### config.mk
export PLATFORM = sky130hd
export DESIGN_NAME = pfs_div
export DESIGN_NICKNAME = d
export VERILOG_FILES = /design/src/hw/rtl/pfs_pkg.sv /design/src/hw/rtl/pfs_div.sv
export SDC_FILE = /design/constraint.sdc
export NUM_CORES = 2
export LEC_CHECK = 0
export BUFFER_PORTS_ARGS = -buffer_cell sky130_fd_sc_hd__buf_2
export CAP_MARGIN = 20
export CORE_ASPECT_RATIO = 0.9
export CORE_MARGIN = 2
export CORE_UTILIZATION = 55
export CTS_BUF_LIST = sky130_fd_sc_hd__clkbuf_4 sky130_fd_sc_hd__clkbuf_8
export DETAILED_ROUTE_END_ITERATION = 8
export GPL_TIMING_DRIVEN = 0
export PLACE_DENSITY = 0.71
export SYNTH_ARGS = -nofsm -noshare
export SYNTH_HDL_FRONTEND = slang
export SYNTH_SLANG_ARGS = --single-unit
### constraint.sdc
create_clock -name clk_i -period 5.6 [get_ports clk_i]
set_input_delay 0.84 -clock clk_i [delete_from_list [all_inputs] [get_ports clk_i]]
set_output_delay 0.84 -clock clk_i [all_outputs]
set_load 0.02 [all_outputs]
### src/hw/rtl/pfs_pkg.sv
package pfs_pkg;

  // Fit limits and fixed-point formats
  localparam int MAX_POINTS      = 256;
  localparam int COORD_FRAC_BITS = 16;
  localparam int SLOPE_FRAC_BITS = 24;

  // Pipeline depths of the multiplier and divider units
  localparam int MUL_LAT = 5;
  localparam int QBITS   = 32;
  localparam int DIV_LAT = QBITS + 1;

  // Round-half-away result already in q; clamp to the signed 32-bit range and apply sign.
  function automatic logic [31:0] round_sat(input logic [31:0] q, input logic ovf,
                                            input logic neg);
    logic [31:0] lim;
    logic [31:0] m;
    lim = neg ? 32'h8000_0000 : 32'h7fff_ffff;
    m   = (ovf || (q > lim)) ? lim : q;
    return neg ? (32'd0 - m) : m;
  endfunction

endpackage

### src/hw/rtl/pfs_div.sv
module pfs_div #(
  parameter int WN = 8,
  parameter int WD = 8
) (
  input  logic                      clk_i,
  input  logic                      en_i,
  input  logic [WN-1:0]             num_i,
  input  logic [WD-1:0]             den_i,
  output logic [pfs_pkg::QBITS-1:0] q_o,
  output logic                      ovf_o
);
  import pfs_pkg::*;

  localparam int W = (WN > WD + QBITS) ? WN : WD + QBITS;

  logic [W-1:0]     r_q   [QBITS];
  logic [WD-1:0]    d_q   [QBITS];
  logic [QBITS-1:0] q_q   [QBITS+1];
  logic             ovf_q [QBITS+1];

  // stage 0: quotient at or above 2^QBITS saturates
  always_ff @(posedge clk_i) begin
    if (en_i) begin
      r_q[0]   <= W'(num_i);
      d_q[0]   <= den_i;
      q_q[0]   <= '0;
      ovf_q[0] <= W'(num_i) >= (W'(den_i) << QBITS);
    end
  end

  // one restoring step per stage, MSB first
  for (genvar k = 1; k <= QBITS; k++) begin : g_step
    localparam int SH = QBITS - k;
    logic [W-1:0] dsh;
    logic         take;
    assign dsh  = W'(d_q[k-1]) << SH;
    assign take = r_q[k-1] >= dsh;
    always_ff @(posedge clk_i) begin
      if (en_i) begin
        q_q[k]   <= {q_q[k-1][QBITS-2:0], take};
        ovf_q[k] <= ovf_q[k-1];
      end
    end
    if (k < QBITS) begin : g_rem
      always_ff @(posedge clk_i) begin
        if (en_i) begin
          r_q[k] <= take ? (r_q[k-1] - dsh) : r_q[k-1];
          d_q[k] <= d_q[k-1];
        end
      end
    end
  end

  assign q_o   = q_q[QBITS];
  assign ovf_o = ovf_q[QBITS];

endmodule

==> results by stage <==
Status:
- The run finished with clean final reports.

Floorplan:
- The core region is 0.141 sq mm.
- The floorplan step defined a die boundary enclosing 0.145 sq mm.
- After floorplanning, the core was divided into 131 placement rows.
- In this run the vertical extent of the chip is 361 um.
- In this run the count of I/O pins placed on the die edge is 51.
- In this run the horizontal extent of the chip is 401 um.
- The starting density of the core is 55.3%.

Yosys:
- The share of synthesized area occupied by flip-flops and latches is 68.8%.
- For this run, the number of Yosys warnings is 0.
- Counting flops with a built-in enable in the synthesized netlist gives 1789.
- Counting flops and latches in the post-synthesis netlist gives 1789.
- The number of nets produced by synthesis is 5817.
- The total standard cell area after synthesis is 0.0781 sq mm.
- After technology mapping, the gate count stands at 5520.
- Of all flip-flops after synthesis, the portion carrying an async set or reset was 0%.
- The number of distinct library cells after synthesis is 89.
- In the synthesized netlist the dominant register cell turns out to be sky130_fd_sc_hd__edfxtp_1.
- Dividing the synthesized area by the synthesized cell count gives 14.1 sq um.

Clocking:
- The number of buffers inserted for hold repair after clock tree synthesis is 16.
- The H-tree was split into 5 levels.
- Clock tree synthesis found a total of 1789 sinks.
- Counting along the longest clock path gives a buffer depth of 4.
- In this run, CTS created clock tree buffers numbering 303.
- The clock tree from TritonCTS is built.
- The clock transition time at the flip-flop clock pins of the worst setup and hold paths is 60 ps.
- The post-CTS setup-driven buffer insertion count is 0.
- Clock latency on the worst-skew pair, taken at its later pin, is 1000 ps.
- The number of gates resized after CTS is 0.
- The tree is rooted in a sky130_fd_sc_hd__clkbuf_8.

Finish:
- Measured on the finished design, the core utilization comes to 61.5%.
- The fraction of layout instances using a drive strength above 1 is 10.4%.
- For this run, the post-layout net count is 6200.
- Once layout is complete, the cells apart from fillers number 7977.
- The most common library cell in the layout ignoring fill and taps is sky130_fd_sc_hd__edfxtp_1.
- The top cell types in the final layout, fill and taps aside, are sky130_fd_sc_hd__edfxtp_1 (1789), sky130_fd_sc_hd__nor2_1 (381), sky130_fd_sc_hd__xor2_1 (348).
- Summing all non-filler instances in the final layout gives an area of 0.0868 sq mm.
- The filler cells instantiated in the layout total 10500.
- Relative to the synthesized area, the layout overhead comes to 11.2%.

Routing:
- The violation count after the first detailed-route iteration is 3942.
- The iteration count of the initial detailed-routing pass is 5.
- Dividing the detail-routed via count by the number of cells gives 5.62.
- The remaining antenna violation count is 0.
- The DRC violation count after routing is 0.
- The routed wire length per instance is 17.7 um.
- For this block, the via count after detailed routing is 44800.
- The post-detailed-routing wire length is 142 mm.

Timing:
- The part of the cycle the worst path needs is 66.3%.
- Between clock sinks in the finished design, the worst skew comes to 67.4 ps.
- Setup repair after global routing left no endpoint under its margin.
- Setup total negative slack on the finished layout was measured at 0 ps.
- The final hold violation count was 0.
- The shortest period the worst path allows is 3710 ps.
- Static timing analysis puts the maximum clock frequency at 0.269 GHz.
- In this run the tightest slew margin relative to its limit is 25.8%.
- The transition time of the tightest slew-check pin is 1100 ps.
- The final hold slack is 358 ps.
- The setup violation total in the final timing report is 0.
- The max-slew violation count came to 0.

Setup path:
- For the worst setup path, the data required time is 6310 ps.
- In this design, the stage delay of the slowest critical-path cell is 800 ps.
- Traced cell by cell, the critical path runs through ha_1 > fa_1 > nand2b_1 > a21oi_1 > a2111oi_0 > a21oi_1 > nand3_1 > nor4_1 > xor2_1.
- In this design, the largest share of critical-path delay is due to compound AO/OA/AOI/OAI gates.
- The critical path contains buffers and inverters numbering 0 combined.
- The biggest fanout along the worst timing path is 10.
- The most frequent cell on the critical path is sky130_fd_sc_hd__a21oi_1.
- The arrival time at the worst endpoint is 4420 ps.
- The critical path capture point type is a register.
- The cell with the biggest individual delay on the critical path is sky130_fd_sc_hd__a21oi_1.
- The startpoint kind of the worst setup timing path is a register.
- The worst setup path is of the reg2reg kind.

GRT:
- The layer carrying the most global-route usage is met2.
- The global route total overflow is 0.
- The first global-routing pass estimated 226 mm of wire.
- For this run, the total global-route usage over all layers was measured as 19.3%.
- The met1 demand-to-capacity share in global routing is 27.7%.
- For met2 alone, demand over resource in global routing was 29.5%.
- The pin count of the biggest net entering global routing is 183.
- The initial antenna violation count is 3.
- For met3 alone, demand over resource in global routing was 3.93%.
- The number of global-route vias before repair is 43400.

Power:
- Dividing total power by cell area gives a power density of 387 mW/mm^2.
- The leakage power of the design is 30.9 nW.
- The worst-case IR drop observed on VDD is 0.271 mV.

Place:
- The placed instances occupy a cell area of 0.0810 sq mm.
- The number of placed instances, taps included, is 7443.
- Routability-driven placement finished with a final weighted congestion of 0.892.
- The number of buffer cells added on primary ports is 50.
- The post-detailed-placement half-perimeter wirelength is 96.5 mm.

Worst hold path:
- The class of the most critical hold timing path is in2reg.

Job:
- The max-capacitance violation count is 0.
through the flow:
| stage | power (mW) | setup slack (ps) |
|---|---|---|
| final | 33.6 | 1890 |
| after global routing | 35.2 | 1590 |
| after CTS | 33.9 | 1980 |
| after detailed placement | 22.6 | 1010 |
| after global placement | 23.1 | -23650 |
| after floorplan | 21.0 | 2640 |
metal layers:
metal,part of all wire (%),routed length [um],vias to the layer above
li1,-,-,21500
met2,46,64500,1196
met5,0,0,-
met4,2.7,3860,0
met3,6.1,8650,301
met1,46,64600,21800
cells in the mapped netlist (all sizes together), types with 33 or more instances:
library cell | count | area share, %
o31ai | 48 | 0.46
a21oi | 173 | 1.1
nor2b | 59 | 0.47
nand2 | 323 | 1.6
nor2 | 381 | 1.8
o21ai | 233 | 1.5
or2 | 33 | 0.26
o21a | 62 | 0.60
or3 | 92 | 0.75
ha | 249 | 4.0
nand4b | 33 | 0.37
xnor2 | 225 | 2.5
mux2 | 48 | 0.69
edfxtp | 1789 | 69
nand4 | 44 | 0.35
nor3 | 215 | 1.4
nor4 | 171 | 1.4
nand2b | 79 | 0.63
or4 | 77 | 0.75
clkbuf | 53 | 0.25
nand3 | 81 | 0.53
a21o | 39 | 0.37
inv | 329 | 1.6
xor2 | 348 | 3.9
worst paths after layout:
check	startpoint	cells after the start	to	slack (ps)
max	d_q[27][0]	9	r_q[1][509]	1890
max reg2reg	d_q[27][0]	9	r_q[1][509]	1890
min reg2reg	q_q[24][6]	0	q_q[25][7]	380
min	en_i	1	q_q[5][3]	360
power by group:
group	switching (mW)	leakage [nW]	internal (mW)	total, mW
clock network	5.01	3.01	6.15	11.2
logic	2.75	10.8	2.03	4.78
registers	1.03	17.1	16.6	17.6
cells by family (layout without fill, tap and decap cells):
kind of cell / Yosys count / after routing / synth area share [%]
compound gates: 697 / 697 / 5.54
xor+xnor: 573 / 573 / 6.43
fa+ha+maj: 279 / 279 / 4.76
buf+inv: 402 / 993 / 1.96
flops: 1789 / 1789 / 68.8
mux: 57 / 57 / 0.807
other cells: 0 / 4 / 0
simple gates: 1723 / 1723 / 11.7
final cells by class:
type	instances	area, sq um	share of cell area, %
sequential	1789	53700	61.9
tap	1862	2330	2.68
timing repair buffer	78	713	0.821
clock buffer	395	4900	5.65
antenna	4	10.0	0.0115
multi-input combinational	3329	22800	26.3
inverter	329	1230	1.42
buffer	73	297	0.341
clock inverter	118	787	0.906
registers in the layout (all words and copies together), names as in the netlist:
register	count
d_q	256
ovf_q	33
q_q	528
r_q	972
(Power assumes the default switching activity.)
