File: src/hw/rtl/pfs_pkg.sv
package pfs_pkg;

  // Fit limits and fixed-point formats
  localparam int MAX_POINTS      = 256;
  localparam int COORD_FRAC_BITS = 16;
  localparam int SLOPE_FRAC_BITS = 24;

  // Pipeline depths of the multiplier and divider units
  localparam int MUL_LAT = 5;
  localparam int QBITS   = 32;
  localparam int DIV_LAT = QBITS + 1;

  // Round-half-away result already in q; clamp to the signed 32-bit range and apply sign.
  function automatic logic [31:0] round_sat(input logic [31:0] q, input logic ovf,
                                            input logic neg);
    logic [31:0] lim;
    logic [31:0] m;
    lim = neg ? 32'h8000_0000 : 32'h7fff_ffff;
    m   = (ovf || (q > lim)) ? lim : q;
    return neg ? (32'd0 - m) : m;
  endfunction

endpackage

File: src/hw/rtl/pfs_mul.sv
module pfs_mul #(
  parameter int WA = 8,
  parameter int WB = 8
) (
  input  logic                 clk_i,
  input  logic                 en_i,
  input  logic signed [WA-1:0] a_i,
  input  logic signed [WB-1:0] b_i,
  output logic signed [WA+WB-1:0] p_o
);
  import pfs_pkg::*;

  localparam int CA  = (WA + 31) / 32;
  localparam int CB  = (WB + 31) / 32;
  localparam int RW  = 32 * CB + 32;
  localparam int PW2 = 32 * CA + 32 * CB;

  logic [WA-1:0]       aa;
  logic [WB-1:0]       bb;
  logic [32*CA-1:0]    ma_q;
  logic [32*CB-1:0]    mb_q;
  logic [MUL_LAT-2:0]  sg_q;
  logic [63:0]         pp_q [CA][CB];
  logic [RW-1:0]       row_q [CA];
  logic [PW2-1:0]      acc;
  logic [PW2-1:0]      mag_q;
  logic [WA+WB-1:0]    mt;
  logic signed [WA+WB-1:0] p_q;

  assign aa = a_i[WA-1] ? WA'(-a_i) : WA'(a_i);
  assign bb = b_i[WB-1] ? WB'(-b_i) : WB'(b_i);

  // stage 1: magnitudes and sign
  always_ff @(posedge clk_i) begin
    if (en_i) begin
      ma_q <= (32*CA)'(aa);
      mb_q <= (32*CB)'(bb);
      sg_q <= {sg_q[MUL_LAT-3:0], a_i[WA-1] ^ b_i[WB-1]};
    end
  end

  // stage 2: 32x32 partial products; stage 3: row sums
  for (genvar i = 0; i < CA; i++) begin : g_row
    logic [RW-1:0] ev;
    logic [RW-1:0] od;
    for (genvar j = 0; j < CB; j++) begin : g_col
      always_ff @(posedge clk_i) begin
        if (en_i) begin
          pp_q[i][j] <= ma_q[32*i +: 32] * mb_q[32*j +: 32];
        end
      end
    end
    // even and odd columns do not overlap, so each row is one add
    always_comb begin
      ev = '0;
      od = '0;
      for (int j = 0; j < CB; j++) begin
        if (j % 2 == 0) ev[32*j +: 64] = pp_q[i][j];
        else            od[32*j +: 64] = pp_q[i][j];
      end
    end
    always_ff @(posedge clk_i) begin
      if (en_i) begin
        row_q[i] <= ev + od;
      end
    end
  end

  // stage 4: sum rows
  always_comb begin
    acc = '0;
    for (int i = 0; i < CA; i++) begin
      acc = acc + (PW2'(row_q[i]) << (32 * i));
    end
  end

  assign mt = mag_q[WA+WB-1:0];

  // stage 5: apply sign
  always_ff @(posedge clk_i) begin
    if (en_i) begin
      mag_q <= acc;
      p_q   <= sg_q[MUL_LAT-2] ? (WA+WB)'(0 - mt) : mt;
    end
  end

  assign p_o = p_q;

endmodule

File: config.mk
export PLATFORM = sky130hd
export DESIGN_NAME = pfs_mul
export DESIGN_NICKNAME = d
export VERILOG_FILES = /design/src/hw/rtl/pfs_pkg.sv /design/src/hw/rtl/pfs_mul.sv
export SDC_FILE = /design/constraint.sdc
export NUM_CORES = 1
export LEC_CHECK = 0
export ABC_CLOCK_PERIOD_IN_PS = 4730
export BUFFER_PORTS_ARGS = -buffer_cell sky130_fd_sc_hd__buf_2
export CORE_MARGIN = 2
export CORE_UTILIZATION = 30
export DETAILED_ROUTE_END_ITERATION = 8
export PLACE_DENSITY = 0.47
export SLEW_MARGIN = 20
export SYNTH_ARGS = -nofsm -noshare
export SYNTH_HDL_FRONTEND = slang
export SYNTH_SLANG_ARGS = --single-unit
File: constraint.sdc
create_clock -name clk_i -period 4.73 [get_ports clk_i]
set_clock_uncertainty 0.2 [all_clocks]
set_input_delay 0.473 -clock clk_i [delete_from_list [all_inputs] [get_ports clk_i]]
set_output_delay 0.473 -clock clk_i [all_outputs]
set_load 0.01 [all_outputs]
==> results of run 1 <==
cell usage after synthesis, types with 5 or more instances:
cell and number:
nand2_1 33, fa_1 36, nor3_1 5, nand2b_1 6, nor2_1 12, edfxtp_1 84
ha_1 39, o21ai_0 14, xor2_1 8, and2_1 51, or3_1 6, inv_1 60
xnor2_1 26
worst paths after layout:
path | startpoint | end | slack [ns]
setup / recovery | ma_q[5]$_DFFE_PP_ | pp_q[0][14]$_DFFE_PP_ | 0.16
setup reg to reg | ma_q[5]$_DFFE_PP_ | pp_q[0][14]$_DFFE_PP_ | 0.16
hold reg to reg | pp_q[0][8]$_DFFE_PP_ | row_q[0][8]$_DFFE_PP_ | 0.21
hold / removal | b_i[0] | mb_q[0]$_DFFE_PP_ | 0.15
power by group through the flow:
stage / Combinational, µW / Clock (µW) / Sequential, µW
5_1_grt: 1750 / 684 / 1170
4_1_cts: 1480 / 651 / 1160
2_1_floorplan: 1160 / 0 / 1160
3_3_place_gp: 1450 / 0 / 1170
6_report: 1510 / 627 / 1150
3_5_place_dp: 1460 / 0 / 1170
sequential cells by signal, summed over array words and instances (netlist names):
name / flops
mb_q: 8
ma_q: 8
mag_q: 16
sg_q: 4
row_q: 16
pp_q: 16
p_o: 16
metal layers:
metal	GRT usage, %	vias to the layer above
li1	-	1543
met1	11.6	1404
met2	16.6	45
met3	3.15	13
met4	3.88	0
met5	0	-
metrics by stage:
stage	hold WS [ns]	utilization, %	total power, µW
after floorplan	0.200	-	2320
after global placement	0.200	33.2	2610
after detailed placement	0.205	33.2	2630
after CTS	0.136	34.8	3280
after global routing	0.137	35.0	3600
final	0.150	35.0	3290
cell families (layout without fill, tap and decap cells):
group                      count (synthesis)  in the layout  synth area share [%]
xor gates and xnor gates                  34             34                  5.64
AOI/OAI and AO/OA                         40             40                  5.26
DFF                                       84             84                  47.8
muxes                                      2              2                 0.403
buffers and inverters                     64            112                  4.57
and+or+nand+nor                          131            131                  13.5
adders and majority gates                 75             75                  22.9
worst max-delay path, delay by kind of cell (launching register included):
kind	cells	cell delay, ns
buf+inv	2	0.09
fa+ha+maj	5	2.38
simple gates	4	0.86
compound gates	1	0.26
flops	1	0.51
layout make-up:
| cell class | count | area (µm²) |
|---|---|---|
| Inverter | 60 | 225 |
| Clock inverter | 5 | 40.0 |
| Multi-Input combinational cell | 282 | 2540 |
| Tap cell | 225 | 282 |
| Timing Repair Buffer | 37 | 198 |
| Fill cell | 1719 | 11200 |
| Clock buffer | 10 | 229 |
| Sequential cell | 84 | 2520 |
what timing repair did:
item / CTS / global route
endpoints found under the hold margin: 0 / 0
setup endpoints to repair: 0 / 5
resized for setup: 0 / 5
buffers inserted: 0 / 3
==> results.md, run 1 <==
* Largest net degree at the start of global routing at 85
* Tcrit/Tclk final at 96.6%
* Critical Path Max Stage Delay at 0.55 ns
* Layout cell share with drive strength beyond 1 at between 10% and 20%
* Port buffer count at 33
* Ys Warns at 0
* Internal power at 2130 µW
* Max_cap viols at 0
* Initial DRC count at 114
* Final setup fails at 0
* Comb power frac at 45.9%
* Initial Util at 30.6%
* Leading area contributor after synthesis: edfxtp_1
* CP Class: reg -> reg
* Layout area overhead at 14.3%
* Slew HR at 31.8%
* CTS H-Tree Depth at 3
* Clk pwr share at 19.1%
* Hold Crit Class: in -> reg
* Worst Slack Setup Final at 0.161 ns
* Grt ovf at 0
* ANT cells at 0
* Peak VDD IR at 0.000193 V
* GRT Overall Usage at 9.83%
* Register area share after synthesis at 47.8%
* Setup TNS at 0 ns
* Metal-1 WL at 3580 µm
* I/O Pins at 34
* Max FO, Critical Path at 8
* Fraction of registers with async set/reset at 0%
* Critical Path, Cell by Cell: and2_1, fa_1, fa_1, fa_1, inv_1, fa_1, inv_1, ha_1, nor2_1, or2_2, or2_1, a211o_1
* Vias per inst at 4.27
* Clock root buffer: clkbuf_16
* CTS Buffer Depth at 2
* Worst skew pair latency at between 0.3 and 0.4 ns
* Post-synth EDFFs at 84
* FF+latch count, synth at 84
* Sw Share at 35.2%
* Final Cell Area at about 0.0060 mm²
* Dpl cells at 685
* Core area at 0.0172 mm²
* Setup WS pre-CTS at 0.111 ns
* RSZ-0062 raised after global routing: no
* Reg2reg path depth at 12
* Final Max Slew Viols at 0
* Cts hold-fix bufs at 0
* Die Height at 137 µm
* Switching power at 1160 µW
* 1st-pass router iterations at 4
* Die area at between 0.015 and 0.02 mm²
* Most common cell after layout, fill and taps aside: edfxtp_1
* Post-layout min period at roughly 4.6 ns
* Syn Std Cell Area at 0.00528 mm²
* Top FF cell, synth: edfxtp_1
* CP endpoint kind: flop
* First-pass GRT wire length at 14,300 µm
* CP max-delay cell: fa_1
* Wire length on met3 at between 300 and 400 µm
* Most frequent cells in the layout: edfxtp_1 (84), inv_1 (60), and2_1 (51), ha_1 (37), fa_1 (36)
* TritonCTS Sinks at 84
* Residual DRC at 0
* DR vias at 3,005
* Routed Antenna Nets at 0
* DR top layer: met4
* Post-DP HPWL at 6190 µm
* Static Leakage at 0.00249 µW
* Final non-filler cell total at between 700 and 800
* Post-Syn Instances at 430
* Status: completed
* Die width at between 100 and 150 µm
* Initial antenna violation count at 0
* Reg power frac at 35.0%
* Critical Path RT at 4.62 ns
* Placed Area at between 0.005 and 0.006 mm²
* CP dominant cell by count: fa_1
* Fmax achieved at approximately 0.22 GHz
* Measured slew at the worst slew-check pin at 1.02 ns
* Synth cell types at 44
* Mean post-synth cell area at 12.3 µm²
* Row count at 48
* Post-synth top area share at 47.8%
* Synth Net Count at between 500 and 600
* Hold path depth at 1
* PwrDens at 545 mW/mm²
* CTS Buf Count at 9
* NumNets Final at 567
* Worst EP arrival at 4.46 ns
* Synth top area cells: edfxtp_1 (48%), fa_1 (14%), ha_1 (9.2%)
* GPL Wtd Cong at between 0.8 and 0.9
* Vias in the first global route at 3,102
* Routed len/inst at ~11 µm
* Clk pin slew, worst setup/hold paths at about 0.060 ns
* CP startpoint kind: flop
* Met2 Routed Length at 3980 µm
* WL final at just over 8000 µm
* CTS tree: yes
* Final Hold Vio Count at 0
Note: power is estimated with default switching activity, not from simulation.
==> run 2: changes to the inputs <==
--- a/config.mk
+++ b/config.mk
@@ -5,12 +5,13 @@
 export SDC_FILE = /design/constraint.sdc
 export NUM_CORES = 1
 export LEC_CHECK = 0
-export ABC_CLOCK_PERIOD_IN_PS = 4730
+export ABC_CLOCK_PERIOD_IN_PS = 5500
 export BUFFER_PORTS_ARGS = -buffer_cell sky130_fd_sc_hd__buf_2
+export CAP_MARGIN = 20
 export CORE_MARGIN = 2
 export CORE_UTILIZATION = 30
 export DETAILED_ROUTE_END_ITERATION = 8
-export PLACE_DENSITY = 0.47
+export PLACE_DENSITY = 0.45
 export SLEW_MARGIN = 20
 export SYNTH_ARGS = -nofsm -noshare
 export SYNTH_HDL_FRONTEND = slang
==> constraint.sdc (replaced) <==
create_clock -name clk_i -period 5.5 [get_ports clk_i]
set_clock_uncertainty 0.2 [all_clocks]
set_input_delay 0.55 -clock clk_i [delete_from_list [all_inputs] [get_ports clk_i]]
set_output_delay 0.55 -clock clk_i [all_outputs]
set_load 0.01 [all_outputs]
==> run 2 against run 1 <==
Net effect:
- non-clock buffer count down 4
- critical path type unchanged
- count of clock-buffer cells in the layout did not move
- largest power group unchanged
- routed wire length fell by 0.61%
- final area down 0.89%
- fmax down 1.4%
- first-iteration DRC count fell by 26%
==> results.md, run 2 (synthesis gave the netlist of run 1 again) <==
* Met2 Usage GRT at 16.5%
* Critical Path Max Stage Delay at 0.55 ns
* Worst EP arrival at 4.50 ns
* Layout area overhead at 13.3%
* Initial DRC count at 84
* Die Height at about 140 µm
* TritonCTS Sinks at 84
* CP endpoint kind: flop
* Initial Util at 30.6%
* ANT cells at 0
* M1 GR Usage at a little under an eighth
* 1st-pass router iterations at 5
* Routed Antenna Nets at 0
* CP max-delay cell: fa_1
* CTS resizes at 0
* Hold Crit Class: reg -> reg
* Measured slew at the worst slew-check pin at ~1.0 ns
* Post-layout min period at 4.64 ns
* Worst skew pair latency at around 0.33 ns
* Crit path buf inv count at 2
* Final setup fails at 0
* RSZ-0062 raised after global routing: no
* PwrDens at 461 mW/mm²
* WL final at 8000 µm
* Port buffer count at 33
* Die width at 137 µm
* Max FO, Critical Path at 8
* Residual DRC at 0
* Crit path from: mb_q[7]$_SDFFCE_PN0P_
* CTS H-Tree Depth at 3
* Most frequent cells in the layout: edfxtp_1 (84), inv_1 (60), and2_1 (51), ha_1 (39), fa_1 (36)
* GPL Wtd Cong at approximately 0.78
* Final Max Slew Viols at 0
* Critical Path RT at about 5.4 ns
* Vias per inst at 4.32
* Core area at roughly 0.017 mm²
* CP top delay family: adder cells
* Reg-to-reg slack, setup at 0.86 ns
* Critical Path, Cell by Cell: and2_1, fa_1, fa_1, fa_1, inv_1, fa_1, inv_1, ha_1, or3_1, nor3_1, or2_1, o311ai_1
* DR vias at 3,027
* Setup TNS at 0 ns
* Hold_ws at 0.210 ns
* Static Leakage at 0.00247 µW
* Layout cell share with drive strength beyond 1 at 10.9%
* Largest net degree at the start of global routing at 85
* CTS Buffer Depth at 2
* Most common cell after layout, fill and taps aside: edfxtp_1
* First-pass GRT wire length at between 10,000 and 15,000 µm
* Worst flop-to-flop path startpoint: mb_q[7]$_SDFFCE_PN0P_
* I/O Pins at 34
* CTS tree: yes
* Fmax achieved at 0.216 GHz
* Die area at 0.0187 mm²
* CP dominant cell by count: fa_1
* Clk pin slew, worst setup/hold paths at 0.06 ns
* Met3 usage at 3.26%
* NumNets Final at ~560
* Status: completed
* Critical hold path startpoint: pp_q[0][4]$_DFFE_PP_
* Max_cap viols at 0
* Row count at 48
* Routed len/inst at 11.4 µm
* Setup bufs post-CTS at 0
* Vias in the first global route at 3,185
* Cts hold-fix bufs at 0
* GRT Overall Usage at 9.85%
* Post-DP HPWL at 6270 µm
* CTS Buf Count at 9
* Final Hold Vio Count at 0
* Peak VDD IR at between 0.0002 and 0.00025 V
* CP startpoint kind: flop
* Initial antenna violation count at 0
* Tcrit/Tclk final at about 84%
* Slew HR at 33.1%
* Clock root buffer: clkbuf_16
* CP Class: reg -> reg
* Busiest grt layer: met2
* Grt ovf at 0
* Filler cells at 1,702
## run 2: cell count changes in the layout (fill, tap and decap cells not counted), sizes merged
cell | previous run | this run
clkinv | 2 | 4
buf | 37 | 33
clkinvlp | 3 | 2
## run 2: final timing paths
| kind | endpoint | cells after the start |
|---|---|---|
| worst max-delay path | pp_q[0][12]$_DFFE_PP_ | 12 |
| worst min register to register | row_q[0][4]$_DFFE_PP_ | 0 |
| worst min-delay path | row_q[0][4]$_DFFE_PP_ | 0 |
| worst max register to register | pp_q[0][12]$_DFFE_PP_ | 12 |
## run 2: cell type report
type	count	area (µm²)	share of cell area, %
tap	225	282	4.70
sequential	84	2520	42.1
clock buffer	10	229	3.83
clock inverter	6	41.3	0.690
timing repair buffer	33	168	2.80
multi-input combinational	282	2520	42.1
inverter	60	225	3.76
## run 2: stage by stage
stage                     instance area (µm²)  util, %  instances  total power (µW)  worst slack (ns)
after floorplan                          5280        -        430              1990              1.10
after global placement                   5710     33.2        684              2250             0.870
after detailed placement                 5710     33.2        684              2260             0.822
after CTS                                5980     34.7        700              2820             0.831
after global routing                     5980     34.7        700              3060             0.626
final                                    5980     34.7        700              2760             0.864
## run 2: report_power, final
part           total (µW)  internal [µW]  switching [µW]  leakage, µW
Combinational        1230            564             671      0.00152
Clock                 533            304             228     0.000126
Sequential            993            931            61.7     0.000824
## run 2: routing by layer
metal / wire length [µm] / up-vias
li1: - / 1533
met1: 3530 / 1420
met2: 3990 / 59
met3: 347 / 15
met4: 131 / 0
met5: 0 / -
